`src/sv/sat_pkg.sv`:
```
package sat_pkg;

   localparam int MAC_W   = 48;
   localparam int ADDR_W  = 32;
   localparam int STAMP_W = 64;
   localparam int CMD_W   = 3;
   localparam int STAT_W  = 2;
   localparam int SLOT_W  = 3;
   localparam int COUNT_W = 4;

   // Command codes.
   localparam logic [CMD_W-1:0] CMD_ASSOCIATE    = 3'd0;
   localparam logic [CMD_W-1:0] CMD_DISASSOCIATE = 3'd1;
   localparam logic [CMD_W-1:0] CMD_CLEAR_IP     = 3'd2;
   localparam logic [CMD_W-1:0] CMD_BIND_IP      = 3'd3;
   localparam logic [CMD_W-1:0] CMD_LOOKUP_IP    = 3'd4;

   // Status codes.
   localparam logic [STAT_W-1:0] ST_DONE    = 2'd0;
   localparam logic [STAT_W-1:0] ST_FULL    = 2'd1;
   localparam logic [STAT_W-1:0] ST_MISSING = 2'd2;

   typedef struct packed {
      logic [CMD_W-1:0]  command;
      logic [MAC_W-1:0]  station_mac;
      logic [ADDR_W-1:0] ip_address;
   } req_type;

   typedef struct packed {
      logic [STAT_W-1:0]  status;
      logic [SLOT_W-1:0]  slot_index;
      logic [MAC_W-1:0]   found_mac;
      logic [COUNT_W-1:0] station_count;
   } rsp_type;

   // One stored table entry; the flags live in flip-flops beside the memory.
   typedef struct packed {
      logic [MAC_W-1:0]   mac;
      logic [ADDR_W-1:0]  address;
      logic [STAMP_W-1:0] stamp;
   } entry_type;

   // Compare results for the entry under scan.
   typedef struct packed {
      logic mac_eq;
      logic addr_eq;
      logic stamp_ge;
   } match_type;

endpackage

```
`src/sv/sat_ram.sv`:
```
module sat_ram #(
   parameter int WIDTH = 8,
   parameter int DEPTH = 8
) (
   input  logic                                  clock,
   input  logic                                  wr_en,
   input  logic [(DEPTH > 1 ? $clog2(DEPTH) : 1)-1:0] wr_addr,
   input  logic [WIDTH-1:0]                      wr_data,
   input  logic [(DEPTH > 1 ? $clog2(DEPTH) : 1)-1:0] rd_addr,
   output logic [WIDTH-1:0]                      rd_data
);

   logic [WIDTH-1:0] mem_ff [DEPTH];
   logic [WIDTH-1:0] rd_data_ff;

   always_ff @(posedge clock) begin
      if (wr_en) begin
         mem_ff[wr_addr] <= wr_data;
      end
      rd_data_ff <= mem_ff[rd_addr];
   end

   assign rd_data = rd_data_ff;

endmodule

```
`src/sv/sat_match_unit.sv`:
```
// Shared comparator applied to every entry read during a table scan.
module sat_match_unit (
   input  sat_pkg::entry_type                entry,
   input  logic [sat_pkg::MAC_W-1:0]         key_mac,
   input  logic [sat_pkg::ADDR_W-1:0]        key_addr,
   input  logic [sat_pkg::STAMP_W-1:0]       newest,
   output sat_pkg::match_type                result
);

   always_comb begin
      result.mac_eq   = (entry.mac == key_mac);
      result.addr_eq  = (entry.address == key_addr);
      result.stamp_ge = (entry.stamp >= newest);
   end

endmodule

```
`src/sv/station_address_table.sv`:
```
// Associate, disassociate, bind and lookup scan the table, one entry per cycle, before rsp_valid
// rises; clear and unused codes go straight to the result without a scan. A new item is taken
// only while idle, once the previous item has finished; a finished result that cannot leave
// holds the next one. Reset (synchronous, active high) empties the table, zeroes the station
// count and the generation counter and drops any pending result; no clearing pass is needed.
module station_address_table #(
   parameter int MAX_STATIONS = 8
) (
   input  logic             clock,
   input  logic             reset,
   input  logic             req_valid,
   output logic             req_stall,
   input  sat_pkg::req_type req_payload,
   output logic             rsp_valid,
   input  logic             rsp_stall,
   output sat_pkg::rsp_type rsp_payload
);

   // Slot index width and a counter wide enough to hold MAX_STATIONS itself.
   localparam int IDXW = (MAX_STATIONS > 1) ? $clog2(MAX_STATIONS) : 1;
   localparam int CNTW = $clog2(MAX_STATIONS + 1);
   localparam logic [CNTW-1:0] LAST = CNTW'(MAX_STATIONS);

   // Sequencer states.
   localparam logic [1:0] S_IDLE   = 2'd0;
   localparam logic [1:0] S_SCAN   = 2'd1;
   localparam logic [1:0] S_FINISH = 2'd2;

   // Control state.
   logic [1:0]              state_ff, state_in;
   logic [CNTW-1:0]         scan_ff, scan_in;
   logic [MAX_STATIONS-1:0] in_use_ff, in_use_in;
   logic [MAX_STATIONS-1:0] has_addr_ff, has_addr_in;
   logic [CNTW-1:0]         count_ff, count_in;
   logic [sat_pkg::STAMP_W-1:0] stamp_ctr_ff, stamp_ctr_in;
   logic                    rsp_valid_ff, rsp_valid_in;
   logic                    hit_ff, hit_in;
   logic                    free_ff, free_in;
   logic                    best_ff, best_in;

   // Payload state.
   sat_pkg::req_type            req_ff, req_in;
   logic [IDXW-1:0]             hit_slot_ff, hit_slot_in;
   logic [sat_pkg::STAMP_W-1:0] hit_stamp_ff, hit_stamp_in;
   logic [IDXW-1:0]             free_slot_ff, free_slot_in;
   logic [IDXW-1:0]             best_slot_ff, best_slot_in;
   logic [sat_pkg::STAMP_W-1:0] best_stamp_ff, best_stamp_in;
   logic [sat_pkg::MAC_W-1:0]   best_mac_ff, best_mac_in;
   sat_pkg::rsp_type            rsp_ff, rsp_in;

   // Entry memory and the shared comparator.
   logic                        ram_we;
   logic [IDXW-1:0]             ram_waddr;
   sat_pkg::entry_type          ram_wdata;
   logic [IDXW-1:0]             ram_raddr;
   logic [$bits(sat_pkg::entry_type)-1:0] ram_rdata;
   sat_pkg::entry_type          rd_entry;
   sat_pkg::match_type          match;

   logic                        req_xfer;
   logic                        commit;
   logic [CNTW-1:0]             prev_scan;
   logic [IDXW-1:0]             ev_slot;
   logic [IDXW+2:0]             slot_wide;
   logic [CNTW+3:0]             count_wide;
   logic [IDXW-1:0]             out_slot;

   assign req_stall = (state_ff != S_IDLE);
   assign req_xfer  = req_valid && !req_stall;
   assign rsp_valid = rsp_valid_ff;
   assign rsp_payload = rsp_ff;

   // The result register may be reloaded once the previous result has left.
   assign commit = (state_ff == S_FINISH) && (!rsp_valid_ff || !rsp_stall);

   // The memory read is registered, so the entry under
   // evaluation is the one addressed on the previous scan step.
   assign ram_raddr = (scan_ff < LAST) ? scan_ff[IDXW-1:0] : '0;
   assign prev_scan = scan_ff - 1'b1;
   assign ev_slot   = prev_scan[IDXW-1:0];
   assign rd_entry  = sat_pkg::entry_type'(ram_rdata);

   sat_ram #(
      .WIDTH ($bits(sat_pkg::entry_type)),
      .DEPTH (MAX_STATIONS)
   ) u_entry_ram (
      .clock   (clock),
      .wr_en   (ram_we),
      .wr_addr (ram_waddr),
      .wr_data (ram_wdata),
      .rd_addr (ram_raddr),
      .rd_data (ram_rdata)
   );

   sat_match_unit u_match (
      .entry    (rd_entry),
      .key_mac  (req_ff.station_mac),
      .key_addr (req_ff.ip_address),
      .newest   (best_stamp_ff),
      .result   (match)
   );

   // Sequencer and scan bookkeeping.
   always_comb begin
      state_in      = state_ff;
      scan_in       = scan_ff;
      req_in        = req_ff;
      hit_in        = hit_ff;
      hit_slot_in   = hit_slot_ff;
      hit_stamp_in  = hit_stamp_ff;
      free_in       = free_ff;
      free_slot_in  = free_slot_ff;
      best_in       = best_ff;
      best_slot_in  = best_slot_ff;
      best_stamp_in = best_stamp_ff;
      best_mac_in   = best_mac_ff;

      case (state_ff)
         S_IDLE: begin
            if (req_xfer) begin
               req_in        = req_payload;
               scan_in       = '0;
               hit_in        = 1'b0;
               free_in       = 1'b0;
               best_in       = 1'b0;
               best_stamp_in = '0;
               case (req_payload.command)
                  sat_pkg::CMD_ASSOCIATE,
                  sat_pkg::CMD_DISASSOCIATE,
                  sat_pkg::CMD_BIND_IP,
                  sat_pkg::CMD_LOOKUP_IP: begin
                     state_in = S_SCAN;
                  end
                  default: begin
                     state_in = S_FINISH;
                  end
               endcase
            end
         end
         S_SCAN: begin
            if (scan_ff != '0) begin
               // First slot in scan order holding the MAC.
               if (in_use_ff[ev_slot] && match.mac_eq && !hit_ff) begin
                  hit_in       = 1'b1;
                  hit_slot_in  = ev_slot;
                  hit_stamp_in = rd_entry.stamp;
               end
               // Lowest free slot.
               if (!in_use_ff[ev_slot] && !free_ff) begin
                  free_in      = 1'b1;
                  free_slot_in = ev_slot;
               end
               // Newest entry bound to the address; ties go to the later slot.
               if (in_use_ff[ev_slot] && has_addr_ff[ev_slot] &&
                   match.addr_eq && match.stamp_ge) begin
                  best_in       = 1'b1;
                  best_slot_in  = ev_slot;
                  best_stamp_in = rd_entry.stamp;
                  best_mac_in   = rd_entry.mac;
               end
            end
            if (scan_ff == LAST) begin
               state_in = S_FINISH;
            end else begin
               scan_in = scan_ff + 1'b1;
            end
         end
         S_FINISH: begin
            if (commit) begin
               state_in = S_IDLE;
            end
         end
         default: begin
            state_in = S_IDLE;
         end
      endcase
   end

   // Table update and result formation at the end of an item.
   always_comb begin
      in_use_in    = in_use_ff;
      has_addr_in  = has_addr_ff;
      count_in     = count_ff;
      stamp_ctr_in = stamp_ctr_ff;
      ram_we       = 1'b0;
      ram_waddr    = '0;
      ram_wdata    = '0;
      out_slot     = '0;
      rsp_in.status    = sat_pkg::ST_MISSING;
      rsp_in.found_mac = '0;

      case (req_ff.command)
         sat_pkg::CMD_ASSOCIATE,
         sat_pkg::CMD_BIND_IP: begin
            if (hit_ff) begin
               out_slot      = hit_slot_ff;
               rsp_in.status = sat_pkg::ST_DONE;
               if (req_ff.command == sat_pkg::CMD_BIND_IP) begin
                  ram_we                   = commit;
                  ram_waddr                = hit_slot_ff;
                  ram_wdata.mac            = req_ff.station_mac;
                  ram_wdata.address        = req_ff.ip_address;
                  ram_wdata.stamp          = hit_stamp_ff;
                  has_addr_in[hit_slot_ff] = 1'b1;
               end
            end else if (free_ff) begin
               // Claim the slot: fresh entry with the next generation number.
               out_slot                  = free_slot_ff;
               rsp_in.status             = sat_pkg::ST_DONE;
               stamp_ctr_in              = stamp_ctr_ff + 1'b1;
               ram_we                    = commit;
               ram_waddr                 = free_slot_ff;
               ram_wdata.mac             = req_ff.station_mac;
               ram_wdata.address         = (req_ff.command == sat_pkg::CMD_BIND_IP) ?
                                           req_ff.ip_address : '0;
               ram_wdata.stamp           = stamp_ctr_ff + 1'b1;
               in_use_in[free_slot_ff]   = 1'b1;
               has_addr_in[free_slot_ff] = (req_ff.command == sat_pkg::CMD_BIND_IP);
               count_in                  = count_ff + 1'b1;
            end else begin
               rsp_in.status = sat_pkg::ST_FULL;
            end
         end
         sat_pkg::CMD_DISASSOCIATE: begin
            if (hit_ff) begin
               out_slot                 = hit_slot_ff;
               rsp_in.status            = sat_pkg::ST_DONE;
               in_use_in[hit_slot_ff]   = 1'b0;
               has_addr_in[hit_slot_ff] = 1'b0;
               count_in                 = count_ff - 1'b1;
            end
         end
         sat_pkg::CMD_CLEAR_IP: begin
            rsp_in.status = sat_pkg::ST_DONE;
            has_addr_in   = '0;
         end
         sat_pkg::CMD_LOOKUP_IP: begin
            if (best_ff) begin
               out_slot         = best_slot_ff;
               rsp_in.status    = sat_pkg::ST_DONE;
               rsp_in.found_mac = best_mac_ff;
            end
         end
         default: begin
            rsp_in.status = sat_pkg::ST_MISSING;
         end
      endcase

      // Slot and count are reported at their fixed field widths.
      slot_wide  = {3'b000, out_slot};
      count_wide = {4'b0000, count_in};
      rsp_in.slot_index    = slot_wide[sat_pkg::SLOT_W-1:0];
      rsp_in.station_count = count_wide[sat_pkg::COUNT_W-1:0];
   end

   always_comb begin
      rsp_valid_in = rsp_valid_ff;
      if (commit) begin
         rsp_valid_in = 1'b1;
      end else if (rsp_valid_ff && !rsp_stall) begin
         rsp_valid_in = 1'b0;
      end
   end

   // Control registers.
   always_ff @(posedge clock) begin
      if (reset) begin
         state_ff     <= S_IDLE;
         scan_ff      <= '0;
         in_use_ff    <= '0;
         has_addr_ff  <= '0;
         count_ff     <= '0;
         stamp_ctr_ff <= '0;
         rsp_valid_ff <= 1'b0;
         hit_ff       <= 1'b0;
         free_ff      <= 1'b0;
         best_ff      <= 1'b0;
      end else begin
         state_ff     <= state_in;
         scan_ff      <= scan_in;
         rsp_valid_ff <= rsp_valid_in;
         hit_ff       <= hit_in;
         free_ff      <= free_in;
         best_ff      <= best_in;
         if (commit) begin
            in_use_ff    <= in_use_in;
            has_addr_ff  <= has_addr_in;
            count_ff     <= count_in;
            stamp_ctr_ff <= stamp_ctr_in;
         end
      end
   end

   // Payload registers.
   always_ff @(posedge clock) begin
      req_ff        <= req_in;
      hit_slot_ff   <= hit_slot_in;
      hit_stamp_ff  <= hit_stamp_in;
      free_slot_ff  <= free_slot_in;
      best_slot_ff  <= best_slot_in;
      best_stamp_ff <= best_stamp_in;
      best_mac_ff   <= best_mac_in;
      if (commit) begin
         rsp_ff <= rsp_in;
      end
   end

   // The running count always equals the number of occupied slots.
   a_count_matches: assert property (@(posedge clock) disable iff (reset)
      count_ff == CNTW'($countones(in_use_ff)))
      else $error("station count disagrees with occupied slots");

   // An accepted item always starts the sequencer.
   a_accept_starts: assert property (@(posedge clock) disable iff (reset)
      req_xfer |=> (state_ff != S_IDLE))
      else $error("accepted item did not leave idle");

   // A table-full answer is only given when every slot is occupied.
   a_full_only_when_full: assert property (@(posedge clock) disable iff (reset)
      (rsp_valid && rsp_payload.status == sat_pkg::ST_FULL) |-> (count_ff == LAST))
      else $error("table full reported with a free slot");

endmodule
```
`config.mk`:
```
export PLATFORM = sky130hd
export DESIGN_NAME = station_address_table
export DESIGN_NICKNAME = d
export VERILOG_FILES = /design/src/sv/sat_pkg.sv /design/src/sv/sat_ram.sv /design/src/sv/sat_match_unit.sv /design/src/sv/station_address_table.sv
export SDC_FILE = /design/constraint.sdc
export NUM_CORES = 2
export LEC_CHECK = 0
export BUFFER_PORTS_ARGS = -buffer_cell sky130_fd_sc_hd__buf_2
export CAP_MARGIN = 20
export CORE_MARGIN = 2
export CORE_UTILIZATION = 40
export CTS_BUF_LIST = sky130_fd_sc_hd__clkbuf_4 sky130_fd_sc_hd__clkbuf_8 sky130_fd_sc_hd__clkbuf_16
export DETAILED_ROUTE_END_ITERATION = 6
export GPL_TIMING_DRIVEN = 0
export MAX_ROUTING_LAYER = met4
export SYNTH_ARGS = -nofsm -noshare
export SYNTH_HDL_FRONTEND = slang
export SYNTH_SLANG_ARGS = --single-unit
```
`constraint.sdc`:
```
create_clock -name clock -period 25 [get_ports clock]
set_input_delay 2.5 -clock clock [delete_from_list [all_inputs] [get_ports clock]]
set_output_delay 2.5 -clock clock [all_outputs]
set_load 0.01 [all_outputs]
```
==> results.toml <==
[sta]
fin_crit_sh_pct = 25.9
drv_slew = 0
slew-limit-headroom_pct = 27.4
min_period_ns = 6.48
fin_skew_ns = 0.0325
grt_setup_unrepaired = "false"
tightestPinTransition_ns = 1.09
finalSetupViolCount = 0
finalHoldViolations = 0
timing.fmax_mhz = 154

[final_layout]
fin_cells = 6380
final_core_util_pct = 47.0
drive_above_1_share_pct = 24.6
antenna_cells = 0
design_area_um2 = 77300
final_nets = 4202
syn_to_final_growth_pct = 17.1

[worst_setup_path]
crit_end = "best_stamp_ff[51]$_SDFFCE_PN0P_"
path_class = "reg2reg"
regToRegSetupSlack_ns = 18.52
critical_path_arrival_ns = 6.94
worstPathRequired_ns = 25.46
max_stage_delay_ns = 0.67
crit_buf_inv = 6
cp.depth = 14
path_cells = "clkbuf_1 > buf_1 > buf_1 > inv_1 > ha_1 > clkbuf_1 > mux4_2 > nand3_1 > a21o_1 > a21oi_1 > nand4_1 > a21oi_4 > or2_4 > buf_16"
worstSetupStartpointType = "flip-flop"
reg2reg_depth = 14
crit_slowest_cell = "buf_1"
worst_setup_path_end_kind = "flip-flop"
startpoint = "scan_ff[0]$_SDFFE_PP0P_"
cpLargestDelayFamily = "buffers and inverters"
critical_path.max_fanout = 40
r2r-start = "scan_ff[0]$_SDFFE_PP0P_"
reg2reg_to = "best_stamp_ff[51]$_SDFFCE_PN0P_"

[place]
placed_area_um2 = 71300
hpwl_um = 101000
place_congestion = 0.840
dp_cells = 6050
io_buffers = 144

[grt]
grt_remaining_overflow = 0
grt_usage_pct = 18.7
grt_pass1_wl_um = 225000
antenna_found_initial = 3
grt_max_degree = 43
grt_pass1_vias = 33900

[clock_network]
clk_latency_ns = 0.80
cts.sinks = 1715
path_clk_slew_ns = 0.06
cts_buffer_depth = 3
post-cts-setup-buffers = 0
cts.htree.levels = 4
clockRootBuffer = "clkbuf_16"
ctsResizeCount = 0
numCtsBuffers = 168
cts_tree = "done"
cts_hold_buf = 0

[drt]
drt_iter0_markers = 3158
avgViaCountPerCell = 5.23
drt-total-wl_um = 152000
dr.pass1.iters = 5
routedWlPerCell_um = 23.9
vias = 33400
ant_nets = 0
route.detailed.drc = 0

[synth]
synth_top_family_by_area = "multiplexers"
ys_warn_count = 0
synth-xor-area-share_pct = 2.68
synth_nets = 3770
synth_compound_area_share_pct = 2.05
synthTopCellsByCount = "edfxtp_1 (1477), mux4_2 (292), dfxtp_1 (238)"
synth_most_common_cell = "edfxtp_1"
synth_area_um2 = 66000
synthSimpleGateAreaFrac_pct = 5.66
synth-edff-count = 1477
synth_top_area_share_pct = 67.2
synth_area_leaders = "edfxtp_1 (67%), mux4_2 (10%), dfxtp_1 (7.2%), mux2_2 (2.5%), and2_1 (1.8%)"
synth_ff_type = "edfxtp_1"
synthMuxAreaShare_pct = 12.5
synthAdderAreaFrac_pct = 1.31
ys_seq_elements = 1715
syn_inst = 3614
syn_avg_cell_area_um2 = 18.3
seq_area_frac_synth_pct = 74.4
netlist-cell-type-count = 66
yosysTopAreaCell = "edfxtp_1"
async_flop_share_pct = 0

[worst_hold_path]
hold_class = "reg2reg"
hp-start = "u_entry_ram.rd_data[0]$_DFF_P_"

[outcome]
status = "finished, final reports clean"

[floorplanning]
die_w_um = 410
die_height_um = 410
ios = 146
core_area_um2 = 164000
die-area_um2 = 168000
initial_core_util_pct = 40.1
rows = 149

[power_and_ir_drop]
power_density_nw_per_um2 = 76.7
ir_drop_v = 0.0000699
p_leak_nw = 24.9

[run]
max_cap_violations = 0
-- layout by cell type, fill, tap and decap left out, drive strengths merged, types with 6 or more instances in the layout --
master | Yosys | final
nor3 | 47 | 47
inv | 83 | 90
o31ai | 10 | 10
nand2b | 9 | 9
mux4 | 292 | 292
nor2b | 6 | 6
edfxtp | 1477 | 1477
bufinv | 0 | 16
a32oi | 8 | 8
nor4 | 17 | 17
dfxtp | 238 | 238
nand2 | 146 | 146
and3 | 16 | 16
a21oi | 62 | 62
buf | 38 | 295
xnor2 | 131 | 131
and2 | 191 | 191
nor2 | 155 | 155
clkbuf | 116 | 357
nand4 | 42 | 42
or3 | 12 | 12
nand3 | 46 | 46
clkinv | 2 | 54
mux2 | 146 | 146
xor2 | 71 | 71
o21ai | 118 | 118
ha | 69 | 69
-- worst min-delay path by stage --
stage / end / slack, ns / cells after the start
floorplan: best_mac_ff[30]$_DFFE_PP_ / 0.41 / 0
global route: best_mac_ff[2]$_DFFE_PP_ / 0.46 / 0
global placement: hit_stamp_ff[0]$_DFFE_PP_ / 0.43 / 0
CTS: hit_stamp_ff[0]$_DFFE_PP_ / 0.44 / 0
finish: hit_stamp_ff[0]$_DFFE_PP_ / 0.44 / 0
detailed placement: hit_stamp_ff[0]$_DFFE_PP_ / 0.43 / 0
-- cells by family (layout without fill, tap and decap cells) --
logic type	Yosys count	after routing
adder cells (fa/ha/maj)	69	69
buffers and inverters	239	816
multiplexers	439	439
AO/OA/AOI/OAI	236	236
flip-flops	1715	1715
AND/OR/NAND/NOR	714	714
XOR/XNOR	202	202
-- sequential cells by signal, indices dropped and copies added (netlist names), 4 cells and up, named ones only --
register,flops
best_mac_ff,48
in_use_ff,8
u_entry_ram.mem_ff,1152
count_ff,4
u_entry_ram.rd_data,144
best_stamp_ff,64
stamp_ctr_ff,64
req_ff,83
rsp_payload,57
hit_stamp_ff,64
scan_ff,4
-- where the power goes --
part	total, mW	switching, mW	internal, mW
clock	2.62	1.08	1.54
sequential	3.13	0.0215	3.11
combinational	0.184	0.103	0.0809
-- area by class of cell --
class / count / area (µm²)
fillers: 13900 / 87200
inverters: 85 / 320
well taps: 2189 / 2740
clock buffers: 236 / 4880
flip-flops and latches: 1715 / 49100
repair buffers: 262 / 2660
clock inverters: 79 / 922
plain buffers: 154 / 601
multi-input cells: 1660 / 16000
-- metal layers --
| layer | vias up | GRT usage (%) | share of wire [%] |
|---|---|---|---|
| met1 | 17400 | 25.5 | 44 |
| met4 | 0 | 5.44 | 2.4 |
| met2 | 914 | 28.9 | 48 |
| met5 | - | - | 0 |
| met3 | 212 | 3.16 | 5.5 |
| li1 | 14900 | - | - |
-- metrics by stage --
step                      total power [mW]  setup slack (ns)  hold slack [ns]  setup TNS [ns]
after floorplan                       3.30             10.54            0.408               0
after global placement                3.37             -2.69            0.425         -574.96
after detailed placement              3.37             18.44            0.428               0
after CTS                             5.98             18.55            0.442               0
after global routing                  6.11             18.28            0.455               0
final                                 5.93             18.52            0.440               0
No activity file was read; power rests on OpenSTA's default activity.
